--- config.mk ---
export PLATFORM = sky130hd
export DESIGN_NAME = span_collision_centroid_core_flat
export DESIGN_NICKNAME = d
export VERILOG_FILES = /design/src/hdl/scc_pkg.sv /design/src/hdl/scc_if.sv /design/src/hdl/span_collision_centroid_core.sv /design/src/hdl/scc_div.sv /design/src/flat_wrapper.sv
export SDC_FILE = /design/constraint.sdc
export NUM_CORES = 2
export LEC_CHECK = 0
export BUFFER_PORTS_ARGS = -buffer_cell sky130_fd_sc_hd__buf_4
export CAP_MARGIN = 0
export CORE_ASPECT_RATIO = 1.75
export CORE_MARGIN = 2
export CORE_UTILIZATION = 58
export CTS_CLUSTER_DIAMETER = 100
export CTS_CLUSTER_SIZE = 8
export DETAILED_ROUTE_END_ITERATION = 8
export GPL_ROUTABILITY_DRIVEN = 0
export HOLD_SLACK_MARGIN = 0.15
export PLACE_DENSITY_LB_ADDON = 0.3
export SYNTH_ARGS = -nofsm -noshare
export SYNTH_HDL_FRONTEND = slang
export SYNTH_SLANG_ARGS = --single-unit
--- constraint.sdc ---
create_clock -name clk_i -period 9.6 [get_ports clk_i]
set_input_delay 0.96 -clock clk_i [delete_from_list [all_inputs] [get_ports clk_i]]
set_output_delay 0.96 -clock clk_i [all_outputs]
set_load 0.01 [all_outputs]
--- src/hdl/scc_pkg.sv ---
// Shared constants, types and state encoding for the span collision centroid block.
package scc_pkg;

  localparam int SLOTS      = 16;
  localparam int COORD_BITS = 11;
  localparam int RUN_LIMIT  = 16;
  localparam int EMIT_SLOTS = (SLOTS < RUN_LIMIT) ? SLOTS : RUN_LIMIT;
  localparam int SLOT_AW    = $clog2(SLOTS);
  localparam int SLOT_W     = 4;
  localparam int OPCODE_W   = 2;
  localparam int POLY_W     = 16;
  localparam int COUNT_W    = 26;
  localparam int SUM_W      = 38;
  localparam int PROD_W     = 2 * COORD_BITS;
  localparam int QUOT_W     = COORD_BITS;

  typedef enum logic [OPCODE_W-1:0] {
    OP_FRAME_START = 2'd0,
    OP_SPAN        = 2'd1,
    OP_FRAME_END   = 2'd2
  } op_e;

  typedef enum logic [3:0] {
    ST_IDLE,
    ST_RD_A,
    ST_MOD_A,
    ST_RD_B,
    ST_MOD_B,
    ST_EM_RD,
    ST_EM_LD,
    ST_EM_DIV,
    ST_EM_OUT
  } state_e;

  typedef struct packed {
    logic [COUNT_W-1:0] count;
    logic [SUM_W-1:0]   x_sum;
    logic [SUM_W-1:0]   y_sum;
    logic [POLY_W-1:0]  partner;
  } slot_entry_t;

endpackage

--- src/hdl/scc_if.sv ---
// Valid/ready channel interfaces for span items and centroid results.
interface scc_in_if;
  logic                              valid;
  logic                              ready;
  logic [scc_pkg::OPCODE_W-1:0]      opcode;
  logic [scc_pkg::SLOT_W-1:0]        first_slot;
  logic [scc_pkg::SLOT_W-1:0]        second_slot;
  logic [scc_pkg::COORD_BITS-1:0]    row;
  logic [scc_pkg::COORD_BITS-1:0]    span_begin;
  logic [scc_pkg::COORD_BITS-1:0]    span_finish;
  logic [scc_pkg::POLY_W-1:0]        first_polygon;
  logic [scc_pkg::POLY_W-1:0]        second_polygon;

  modport source (
    output valid, opcode, first_slot, second_slot, row, span_begin, span_finish,
           first_polygon, second_polygon,
    input  ready
  );
  modport sink (
    input  valid, opcode, first_slot, second_slot, row, span_begin, span_finish,
           first_polygon, second_polygon,
    output ready
  );
endinterface

interface scc_out_if;
  logic                              valid;
  logic                              ready;
  logic [scc_pkg::SLOT_W-1:0]        slot_index;
  logic [scc_pkg::COUNT_W-1:0]       pixel_count;
  logic [scc_pkg::COORD_BITS-1:0]    mean_x;
  logic [scc_pkg::COORD_BITS-1:0]    mean_y;
  logic [scc_pkg::POLY_W-1:0]        partner_polygon;
  logic                              last_slot;

  modport source (
    output valid, slot_index, pixel_count, mean_x, mean_y, partner_polygon, last_slot,
    input  ready
  );
  modport sink (
    input  valid, slot_index, pixel_count, mean_x, mean_y, partner_polygon, last_slot,
    output ready
  );
endinterface

--- src/hdl/span_collision_centroid_core.sv ---
// Top level: collision slot table in one memory, span accumulate and frame-end centroid run.
// Span item: accept, then read-modify-write of each slot in turn on the slot memory.
// Frame start clears the per-slot valid bits. Opcode 3 and reversed spans are accepted and dropped.
// Frame end: per slot read, load, QUOT_W divider steps, done, output; EMIT_SLOTS
// results; a result waits in the output register while the next slot is computed.
// Reset clears the FSM, valid bits and output valid; no clearing pass over the memory.
module span_collision_centroid_core (
  input  logic       clk_i,
  input  logic       rst_ni,
  scc_in_if.sink     item_i,
  scc_out_if.source  result_o
);
  import scc_pkg::*;

  state_e state_q, state_d;

  // latched item fields
  logic [SLOT_W-1:0]     s1_q, s2_q;
  logic [COORD_BITS-1:0] row_q, xb_q, xe_q;
  logic [POLY_W-1:0]     p1_q, p2_q;

  logic [COORD_BITS-1:0] len;
  logic [PROD_W-1:0]     p_bl_q, p_dy_q;
  logic [PROD_W:0]       p_tri_q;

  // slot memory
  slot_entry_t           mem [SLOTS];
  slot_entry_t           rd_data_q;
  logic                  rd_valid_q;
  logic [SLOTS-1:0]      valid_q;
  logic [SLOT_AW-1:0]    rd_addr, wr_addr;
  slot_entry_t           wr_data, entry;
  logic                  mem_we;

  logic [SLOT_W-1:0]     cur_slot;
  logic [POLY_W-1:0]     cur_partner;
  logic                  slot_ok;
  logic [COUNT_W:0]      sum_cnt;
  logic                  fits;

  logic                  in_ready, in_xfer;
  logic                  span_ok;
  logic [SLOT_AW-1:0]    emit_idx_q;
  logic                  emit_last;

  logic                  div_start;
  logic [QUOT_W-1:0]     quo_x, quo_y;
  logic                  div_x_done, div_y_done;

  logic                  out_load;
  logic                  out_valid_q;
  logic [SLOT_W-1:0]     out_idx_q;
  logic [COUNT_W-1:0]    out_cnt_q;
  logic [COORD_BITS-1:0] out_mx_q, out_my_q;
  logic [POLY_W-1:0]     out_partner_q;
  logic                  out_last_q;

  assign in_xfer   = item_i.valid && in_ready;
  assign span_ok   = (item_i.span_finish >= item_i.span_begin);
  assign emit_last = (emit_idx_q == SLOT_AW'(EMIT_SLOTS - 1));

  // next state
  always_comb begin
    state_d = state_q;
    case (state_q)
      ST_IDLE: begin
        if (in_xfer) begin
          case (op_e'(item_i.opcode))
            OP_SPAN:      state_d = span_ok ? ST_RD_A : ST_IDLE;
            OP_FRAME_END: state_d = ST_EM_RD;
            default:      state_d = ST_IDLE;
          endcase
        end
      end
      ST_RD_A:   state_d = ST_MOD_A;
      ST_MOD_A:  state_d = ST_RD_B;
      ST_RD_B:   state_d = ST_MOD_B;
      ST_MOD_B:  state_d = ST_IDLE;
      ST_EM_RD:  state_d = ST_EM_LD;
      ST_EM_LD:  state_d = ST_EM_DIV;
      ST_EM_DIV: state_d = div_x_done ? ST_EM_OUT : ST_EM_DIV;
      ST_EM_OUT: begin
        if (out_load) begin
          state_d = emit_last ? ST_IDLE : ST_EM_RD;
        end
      end
      default:   state_d = ST_IDLE;
    endcase
  end

  // FSM outputs
  always_comb begin
    in_ready  = 1'b0;
    mem_we    = 1'b0;
    div_start = 1'b0;
    out_load  = 1'b0;
    rd_addr   = emit_idx_q;
    case (state_q)
      ST_IDLE:   in_ready = 1'b1;
      ST_RD_A:   rd_addr = SLOT_AW'(s1_q);
      ST_MOD_A:  mem_we = slot_ok;
      ST_RD_B:   rd_addr = SLOT_AW'(s2_q);
      ST_MOD_B:  mem_we = slot_ok;
      ST_EM_LD:  div_start = 1'b1;
      ST_EM_OUT: out_load = !out_valid_q || result_o.ready;
      default:   ;
    endcase
  end

  always_ff @(posedge clk_i or negedge rst_ni) begin
    if (!rst_ni) begin
      state_q <= ST_IDLE;
    end else begin
      state_q <= state_d;
    end
  end

  // item capture
  always_ff @(posedge clk_i) begin
    if (in_xfer) begin
      s1_q  <= item_i.first_slot;
      s2_q  <= item_i.second_slot;
      row_q <= item_i.row;
      xb_q  <= item_i.span_begin;
      xe_q  <= item_i.span_finish;
      p1_q  <= item_i.first_polygon;
      p2_q  <= item_i.second_polygon;
    end
  end

  // products settle during the first read cycle and are stable for both updates
  assign len = xe_q - xb_q;

  always_ff @(posedge clk_i) begin
    p_bl_q  <= PROD_W'(xb_q) * PROD_W'(len);
    p_tri_q <= (PROD_W + 1)'(len) * (PROD_W + 1)'({1'b0, len} + 1'b1);
    p_dy_q  <= PROD_W'(row_q) * PROD_W'(len);
  end

  // read-modify-write of the current slot
  assign cur_slot    = (state_q == ST_MOD_A) ? s1_q : s2_q;
  assign cur_partner = (state_q == ST_MOD_A) ? p2_q : p1_q;
  assign slot_ok     = (32'(cur_slot) < 32'(SLOTS));
  assign wr_addr     = SLOT_AW'(cur_slot);
  assign entry       = rd_valid_q ? rd_data_q : '0;
  assign sum_cnt     = {1'b0, entry.count} + (COUNT_W + 1)'(len);
  assign fits        = !sum_cnt[COUNT_W];

  always_comb begin
    wr_data         = entry;
    wr_data.partner = cur_partner;
    if (fits) begin
      wr_data.count = sum_cnt[COUNT_W-1:0];
      wr_data.x_sum = entry.x_sum + SUM_W'(p_bl_q) + SUM_W'(p_tri_q >> 1);
      wr_data.y_sum = entry.y_sum + SUM_W'(p_dy_q);
    end
  end

  // second update reads after the first write has landed, so a repeated slot sees it
  always_ff @(posedge clk_i) begin
    if (mem_we) begin
      mem[wr_addr] <= wr_data;
    end
  end

  always_ff @(posedge clk_i) begin
    rd_data_q  <= mem[rd_addr];
    rd_valid_q <= valid_q[rd_addr];
  end

  always_ff @(posedge clk_i or negedge rst_ni) begin
    if (!rst_ni) begin
      valid_q <= '0;
    end else if (in_xfer && (op_e'(item_i.opcode) == OP_FRAME_START)) begin
      valid_q <= '0;
    end else if (mem_we) begin
      valid_q[wr_addr] <= 1'b1;
    end
  end

  // emit sequencing
  always_ff @(posedge clk_i or negedge rst_ni) begin
    if (!rst_ni) begin
      emit_idx_q <= '0;
    end else if (in_xfer) begin
      emit_idx_q <= '0;
    end else if (out_load) begin
      emit_idx_q <= emit_idx_q + 1'b1;
    end
  end

  scc_div u_div_x (
    .clk_i      (clk_i),
    .rst_ni     (rst_ni),
    .start_i    (div_start),
    .dividend_i (entry.x_sum),
    .divisor_i  (entry.count),
    .quotient_o (quo_x),
    .done_o     (div_x_done)
  );

  scc_div u_div_y (
    .clk_i      (clk_i),
    .rst_ni     (rst_ni),
    .start_i    (div_start),
    .dividend_i (entry.y_sum),
    .divisor_i  (entry.count),
    .quotient_o (quo_y),
    .done_o     (div_y_done)
  );

  // output register
  always_ff @(posedge clk_i or negedge rst_ni) begin
    if (!rst_ni) begin
      out_valid_q <= 1'b0;
    end else if (out_load) begin
      out_valid_q <= 1'b1;
    end else if (result_o.ready) begin
      out_valid_q <= 1'b0;
    end
  end

  always_ff @(posedge clk_i) begin
    if (out_load) begin
      out_idx_q     <= SLOT_W'(emit_idx_q);
      out_cnt_q     <= entry.count;
      out_mx_q      <= (entry.count == '0) ? '0 : quo_x;
      out_my_q      <= (entry.count == '0) ? '0 : quo_y;
      out_partner_q <= entry.partner;
      out_last_q    <= emit_last;
    end
  end

  assign item_i.ready             = in_ready;
  assign result_o.valid           = out_valid_q;
  assign result_o.slot_index      = out_idx_q;
  assign result_o.pixel_count     = out_cnt_q;
  assign result_o.mean_x          = out_mx_q;
  assign result_o.mean_y          = out_my_q;
  assign result_o.partner_polygon = out_partner_q;
  assign result_o.last_slot       = out_last_q;

  // both dividers run in lockstep
  assert property (@(posedge clk_i) disable iff (!rst_ni)
    (state_q == ST_EM_DIV) && div_x_done |-> div_y_done)
    else $error("divider lanes out of step");

  // a new result only appears from the output state
  assert property (@(posedge clk_i) disable iff (!rst_ni)
    $rose(out_valid_q) |-> $past(state_q == ST_EM_OUT))
    else $error("result loaded outside output state");

  // empty slot reports zero means
  assert property (@(posedge clk_i) disable iff (!rst_ni)
    out_valid_q && (out_cnt_q == '0) |-> (out_mx_q == '0) && (out_my_q == '0))
    else $error("nonzero mean for empty slot");

  // table writes only happen in the span update cycles
  assert property (@(posedge clk_i) disable iff (!rst_ni)
    mem_we |-> (state_q == ST_MOD_A) || (state_q == ST_MOD_B))
    else $error("slot memory written outside span update");

endmodule

--- src/hdl/scc_div.sv ---
// Restoring divider, one quotient bit per cycle; quotient known to fit QUOT_W bits.
module scc_div (
  input  logic                          clk_i,
  input  logic                          rst_ni,
  input  logic                          start_i,
  input  logic [scc_pkg::SUM_W-1:0]     dividend_i,
  input  logic [scc_pkg::COUNT_W-1:0]   divisor_i,
  output logic [scc_pkg::QUOT_W-1:0]    quotient_o,
  output logic                          done_o
);
  import scc_pkg::*;

  localparam int CNT_W = $clog2(QUOT_W);

  logic [SUM_W-1:0]  rem_q, rem_d;
  logic [SUM_W-1:0]  dsh_q, dsh_d;
  logic [QUOT_W-1:0] quo_q, quo_d;
  logic [CNT_W-1:0]  cnt_q;
  logic              busy_q;
  logic              done_q;
  logic              ge;

  assign ge = (rem_q >= dsh_q);

  always_comb begin
    rem_d = rem_q;
    dsh_d = dsh_q;
    quo_d = quo_q;
    if (start_i) begin
      rem_d = dividend_i;
      dsh_d = SUM_W'(divisor_i) << (QUOT_W - 1);
      quo_d = '0;
    end else if (busy_q) begin
      if (ge) begin
        rem_d = rem_q - dsh_q;
      end
      quo_d = {quo_q[QUOT_W-2:0], ge};
      dsh_d = dsh_q >> 1;
    end
  end

  always_ff @(posedge clk_i) begin
    rem_q <= rem_d;
    dsh_q <= dsh_d;
    quo_q <= quo_d;
  end

  always_ff @(posedge clk_i or negedge rst_ni) begin
    if (!rst_ni) begin
      busy_q <= 1'b0;
      done_q <= 1'b0;
      cnt_q  <= '0;
    end else if (start_i) begin
      busy_q <= 1'b1;
      done_q <= 1'b0;
      cnt_q  <= CNT_W'(QUOT_W - 1);
    end else if (busy_q) begin
      if (cnt_q == '0) begin
        busy_q <= 1'b0;
        done_q <= 1'b1;
      end else begin
        cnt_q <= cnt_q - 1'b1;
      end
    end
  end

  assign quotient_o = quo_q;
  assign done_o     = done_q;

endmodule

--- src/flat_wrapper.sv ---
// flat-port wrapper written by rule: the top's interface ports become plain ports
module span_collision_centroid_core_flat import scc_pkg::*;
  (clk_i, rst_ni, item_i_valid, item_i_opcode, item_i_first_slot, item_i_second_slot, item_i_row, item_i_span_begin, item_i_span_finish, item_i_first_polygon, item_i_second_polygon, item_i_ready, result_o_valid, result_o_slot_index, result_o_pixel_count, result_o_mean_x, result_o_mean_y, result_o_partner_polygon, result_o_last_slot, result_o_ready);
  scc_in_if item_i_i ();
  scc_out_if result_o_i ();
  input  logic clk_i;
  input  logic rst_ni;
  input wire logic [$bits(item_i_i.valid)-1:0] item_i_valid;
  input wire logic [$bits(item_i_i.opcode)-1:0] item_i_opcode;
  input wire logic [$bits(item_i_i.first_slot)-1:0] item_i_first_slot;
  input wire logic [$bits(item_i_i.second_slot)-1:0] item_i_second_slot;
  input wire logic [$bits(item_i_i.row)-1:0] item_i_row;
  input wire logic [$bits(item_i_i.span_begin)-1:0] item_i_span_begin;
  input wire logic [$bits(item_i_i.span_finish)-1:0] item_i_span_finish;
  input wire logic [$bits(item_i_i.first_polygon)-1:0] item_i_first_polygon;
  input wire logic [$bits(item_i_i.second_polygon)-1:0] item_i_second_polygon;
  output wire logic [$bits(item_i_i.ready)-1:0] item_i_ready;
  output wire logic [$bits(result_o_i.valid)-1:0] result_o_valid;
  output wire logic [$bits(result_o_i.slot_index)-1:0] result_o_slot_index;
  output wire logic [$bits(result_o_i.pixel_count)-1:0] result_o_pixel_count;
  output wire logic [$bits(result_o_i.mean_x)-1:0] result_o_mean_x;
  output wire logic [$bits(result_o_i.mean_y)-1:0] result_o_mean_y;
  output wire logic [$bits(result_o_i.partner_polygon)-1:0] result_o_partner_polygon;
  output wire logic [$bits(result_o_i.last_slot)-1:0] result_o_last_slot;
  input wire logic [$bits(result_o_i.ready)-1:0] result_o_ready;
  assign item_i_i.valid = item_i_valid;
  assign item_i_i.opcode = item_i_opcode;
  assign item_i_i.first_slot = item_i_first_slot;
  assign item_i_i.second_slot = item_i_second_slot;
  assign item_i_i.row = item_i_row;
  assign item_i_i.span_begin = item_i_span_begin;
  assign item_i_i.span_finish = item_i_span_finish;
  assign item_i_i.first_polygon = item_i_first_polygon;
  assign item_i_i.second_polygon = item_i_second_polygon;
  assign item_i_ready = item_i_i.ready;
  assign result_o_valid = result_o_i.valid;
  assign result_o_slot_index = result_o_i.slot_index;
  assign result_o_pixel_count = result_o_i.pixel_count;
  assign result_o_mean_x = result_o_i.mean_x;
  assign result_o_mean_y = result_o_i.mean_y;
  assign result_o_partner_polygon = result_o_i.partner_polygon;
  assign result_o_last_slot = result_o_i.last_slot;
  assign result_o_i.ready = result_o_ready;
  span_collision_centroid_core u_core (.clk_i(clk_i), .rst_ni(rst_ni), .item_i(item_i_i), .result_o(result_o_i));
endmodule
; Yosys cells after proc, flatten, opt, wreduce, memory -nomap -nowiden
; Memory sizes are Yosys's and may differ from the RTL's. A register that Yosys moved wholly into a read port is not among the register bits.
; Index checks and enable logic that the tools add are counted.
[word_totals]
in_bits = 79
word_cells = 149
n_memories = 1
ff_bits = 416
ramBits = 1888
output_inout_bits = 71
[mem_list]
columns = memory, depth, width, rd, rd_clocked_by_memory_dff, write_ports, line_no
row1 = u_core.mem, 16, 118, 1, 1, 1, span_collision_centroid_core.sv:27  ; slot_entry_t mem [SLOTS];
[op_classes]
order_cmp = 6
add_sub_neg = 11
n_bitwise = 1
n_mux = 53
reduce_logical = 25
n_eq_ne = 15
n_mul = 3
[ops]
columns = cell, n
row1 = 2-to-1 mux 38 bit, 6
row2 = 2-to-1 mux 36 bit, 4
row3 = 2-to-1 mux 118 bit, 1
row4 = adder 38 x 22 -> 38 bit, 3
row5 = 2-to-1 mux 102 bit, 1
row6 = greater-or-equal comparator 38 x 36 -> 1 bit, 2
row7 = subtractor 38 x 36 -> 38 bit, 2
row8 = 2-to-1 mux 16 bit, 3
row9 = 2-to-1 mux 4 bit, 12
row10 = multiplier 11 x 11 -> 22 bit, 2
row11 = one-hot mux 4 bit (8 select lines), 1
row12 = adder 26 x 11 -> 27 bit, 1
row13 = zero test 26 bit, 1
row14 = multiplier 11 x 23 -> 23 bit, 1
row15 = 2-to-1 mux 1 bit, 20
row16 = == test 4 x 3 -> 1 bit (second input constant), 4
row17 = bitwise OR 16 bit, 1
row18 = one-hot mux 4 bit (2 select lines), 2
row19 = nonzero test 2 bit, 8
row20 = adder 11 x 1 -> 12 bit (second input constant), 1
row21 = zero test 4 bit, 3
row22 = AND reduction 2 bit, 6
row23 = greater-or-equal comparator 11 bit, 1
row24 = subtractor 11 bit, 1
row25 = 18 further kinds, 27

; Depth between registers and ports, before layout
[depth]
depth_word = 9
mapped_depth = 36
mapped_depth_nobuf = 33

; Cells and area by module
; A second synthesis with hierarchy kept.
[hier_totals]
cells_unflattened = 7337
hier_area_um2 = 112461.6
[modules_own_cells]
columns = mod, instances, area_per_inst_um2, seq_area_each_um2, cells_each
row1 = span_collision_centroid_core, 1, 100059.7, 65287.6, 5923
row2 = scc_div, 2, 6200.9, 2492.4, 707

; Worst setup path before layout
; OpenSTA, ideal clock, no wires.
[synth_path]
path_kind = register to register
start = register u_core.xb_q[0]
end = register u_core.p_tri_q[22]
synth_period_minus_slack_ns = 7.759
setup_ns = 0.120
stages_incl_launch_ff = 33
setup_slack_ns = 1.841
required_ns = 9.480
t_arrival_ns = 7.639
path_buffers = 2
cell_sequence = edfxtp_1 -> ha_1 -> fa_1 -> nor2b_1 -> o21ai_0 -> a21boi_1 -> o21ai_1 -> a21boi_2 -> o21ai_1 -> nand2b_1 -> xnor2_1 -> or3_1 -> buf_2 -> ha_1 -> buf_1 -> nand2b_1 -> fa_1 -> fa_1 -> inv_1 -> fa_1 -> fa_1 -> inv_1 -> fa_1 -> inv_1 -> ha_1 -> a21o_1 -> o2111a_1 -> nor2_1 -> a21oi_1 -> and4_1 -> a2111oi_2 -> a21oi_1 -> xnor2_1
[synth_between]
elab_chain_cells = 3
[synth_lines]
columns = item, line_no
row1 = from (decl), span_collision_centroid_core.sv:19  ; logic [COORD_BITS-1:0] row_q, xb_q, xe_q;
row2 = from (signal assigned), span_collision_centroid_core.sv:124  ; xb_q <= item_i.span_begin;
row3 = subtractor 11 bit *, span_collision_centroid_core.sv:132  ; assign len = xe_q - xb_q;
row4 = adder 11 x 1 -> 12 bit, span_collision_centroid_core.sv:136  ; p_tri_q <= (PROD_W + 1)'(len) * (PROD_W + 1)'({1'b0, len} + 1'b1);
row5 = multiplier 11 x 23 -> 23 bit *, span_collision_centroid_core.sv:136
row6 = to (signal assigned), span_collision_centroid_core.sv:136
row7 = to (decl), span_collision_centroid_core.sv:24  ; logic [PROD_W:0] p_tri_q;
; Every way passes the cells marked *; elsewhere a longest branch is shown, timed or not.
; A chain may end at the register's enable or synchronous reset.

; Worst setup path after layout
[layout_path]
start = register u_core.xb_q[2]
end = register u_core.p_tri_q[22]
; Same word-level chain as after synthesis.

==> metrics.txt <==
status=finished, final reports clean; YS warnings=0; average cell area after synthesis=15.6 µm²; CP arrival=9.80 ns; clock root cell=clkbuf_16; unrepaired setup endpoints after global routing=false; Total Neg Setup Slack=0 ns; # clock sinks=2421; global route total overflow=0; hpwl dp=162000 µm; flops & latches, synth=2421; pin count of the biggest net entering global routing=138; Pre-antenna DRT Iters=8; row count=212; Die Height=582 µm; reg2reg setup slack=0.55 ns; pins over their slew limit=0; gr usage total=28.8%; layout cell share with drive strength beyond 1=16.3%; clock transition at the registers of the reported paths=0.05 ns; H-Tree Depth=5; I/O Buffers=149; Core Region=0.190 mm²; setup violators final=0; vias in the first global route=67409; area fraction in compound gates after synthesis=5.35%; count of cell types in the netlist=94; Via-to-Cell Ratio=6.30; simple-gate share of the synthesized area=6.24%; Worst-Margin Slew=1.29 ns; CP Capture Type=flop; number of remaining DRC errors=0; mux cell area share after synthesis=11.5%; Crit Path Class=reg2reg; total routed wirelength=278000 µm; crit path launch type=flop; commonest non-fill, non-tap cell in the layout=edfxtp_1; crit-path max cell delay=0.71 ns; most used cell, CP=fa_1; Hold Vio Cnt, Final=0; post-synthesis adder-cell area fraction=8.90%; critical path data required time=10.35 ns; Peak Freq=110 MHz; clock skew after layout=0.107 ns; largest family of logic cells by synthesized area=multiplexers; Antenna Nets Post-Route=0; Synth Cell Area=0.111 mm²; Die W=334 µm; Synth Net Count=7785; fin crit share=94.3%; CTS tree=done; max_cap viols=0; initial antenna violation count=9; Post-synth EDFFs=2158; mean routed wirelength per cell=27.4 µm; worst min-delay path class=in2reg; io pins=150; Num CTS Buffers=345; most frequent cells in the layout=edfxtp_1, inv_1, mux4_2; Initial Util=58.3%; first-pass GRT wire length=416000 µm; drt first-iter violations=7065; nets=8100; Post-Syn Instances=7084; ys async rst share=1.49%; Worst-Skew Late Latency=0.90 ns; Slew HR=13.4%; Clock Path Buffers=4; Die Area=0.195 mm²; CP max FO=23; sequential area share after synthesis=63.4%; area delta synth->final=12.9%; most used flip-flop cell after synthesis=edfxtp_1; vias post-DR=63881; Slowest cell on crit path=nor2_1; post-synthesis xor/xnor area fraction=1.62%; minimum clock period=9.05 ns
final timing paths:
| kind | startpoint | endpoint | depth (start not counted) |
|---|---|---|---|
| max | u_core.xb_q[2] | u_core.p_tri_q[22] | 32 |
| min | item_i_span_begin[10] | u_core.xb_q[10] | 1 |
| max reg2reg | u_core.xb_q[2] | u_core.p_tri_q[22] | 32 |
| min reg2reg | u_core.u_div_y.quotient_o[10] | u_core.u_div_y.quotient_o[10] | 2 |
| max in group asynchronous | rst_ni | u_core.valid_q[0] | 2 |
| min in group asynchronous | rst_ni | u_core.state_q[1] | 2 |
final cells by class:
| cell class | instances | area, µm² |
|---|---|---|
| tap | 2461 | 3080 |
| clock inverter | 17 | 221 |
| sequential | 2421 | 70300 |
| clock buffer | 602 | 9740 |
| antenna | 3 | 7.51 |
| fill | 12719 | 65100 |
| inverter | 507 | 1900 |
| multi-input combinational | 3821 | 37400 |
| timing repair buffer | 303 | 2490 |
sequential cells by signal (all words and copies together), names as in the netlist, 22 cells and up:
register	count
u_core.result_o.pixel_count	26
u_core.u_div_x.dsh_q	36
u_core.u_div_y.dsh_q	36
u_core.mem	1888
u_core.u_div_y.rem_q	38
u_core.p_bl_q	22
u_core.p_dy_q	22
u_core.rd_data_q	118
u_core.p_tri_q	22
u_core.u_div_x.rem_q	38
worst max-delay path: cells and delay by family (launching register included):
family          cells  cell delay (ns)
flops               1             0.50
fa+ha+maj           8             3.59
buf+inv             6             0.81
compound gates      8             1.80
simple gates        9             2.08
xor+xnor            1             0.15
Yosys cell counts, types with 73 or more instances:
master | count | share of area [%]
nand3_1 | 73 | 0.33
mux4_2 | 476 | 9.7
ha_1 | 345 | 3.9
a21oi_1 | 288 | 1.3
o21ai_0 | 229 | 1.0
a211oi_1 | 132 | 0.89
dfxtp_1 | 227 | 4.1
mux2i_1 | 170 | 1.5
inv_1 | 506 | 1.7
edfxtp_1 | 2158 | 58
nor2b_1 | 204 | 1.2
fa_1 | 277 | 5.0
nand2_1 | 442 | 1.5
nor2_1 | 241 | 0.82
xnor2_1 | 141 | 1.1
and2_1 | 151 | 0.85
clkbuf_1 | 212 | 0.72
what timing repair did:
action / in CTS / in global routing
endpoints found under the setup margin: 0 / 3
endpoints found under the hold margin: 36 / 0
setup buffers: 0 / 0
hold buffers: 1 / 0
resized for setup: 0 / 1
cells by family after synthesis:
family | after synthesis
AND/OR/NAND/NOR | 1384
multiplexers | 670
flip-flops | 2421
adder cells (fa/ha/maj) | 622
XOR/XNOR | 205
buffers and inverters | 842
AO/OA/AOI/OAI | 940
through the flow:
| stage | area [µm²] | cells | hold slack, ns | utilization [%] | setup WS (ns) |
|---|---|---|---|---|---|
| 5_1_grt | 125000 | 10133 | 0.230 | 65.8 | 0.0527 |
| 2_1_floorplan | 111000 | 7084 | 0.452 | - | 1.84 |
| 4_1_cts | 125000 | 10131 | 0.228 | 65.8 | 0.424 |
| 3_3_place_gp | 115000 | 9511 | 0.468 | 60.5 | 0.770 |
| 6_report | 125000 | 10135 | 0.254 | 65.8 | 0.546 |
| 3_5_place_dp | 115000 | 9511 | 0.472 | 60.5 | 0.549 |
metal layers:
layer / up-vias / global-route usage [%] / wire length, µm
met1: 32780 / 35.5 / 99700
met5: - / 0 / 13
li1: 27194 / - / -
met4: 2 / 14.7 / 15500
met2: 3150 / 49.4 / 142000
met3: 755 / 4.35 / 20600
Power is left out: the tool's default activity adds up to more than one toggle a clock period on the data nets, which glitch-free logic cannot reach.
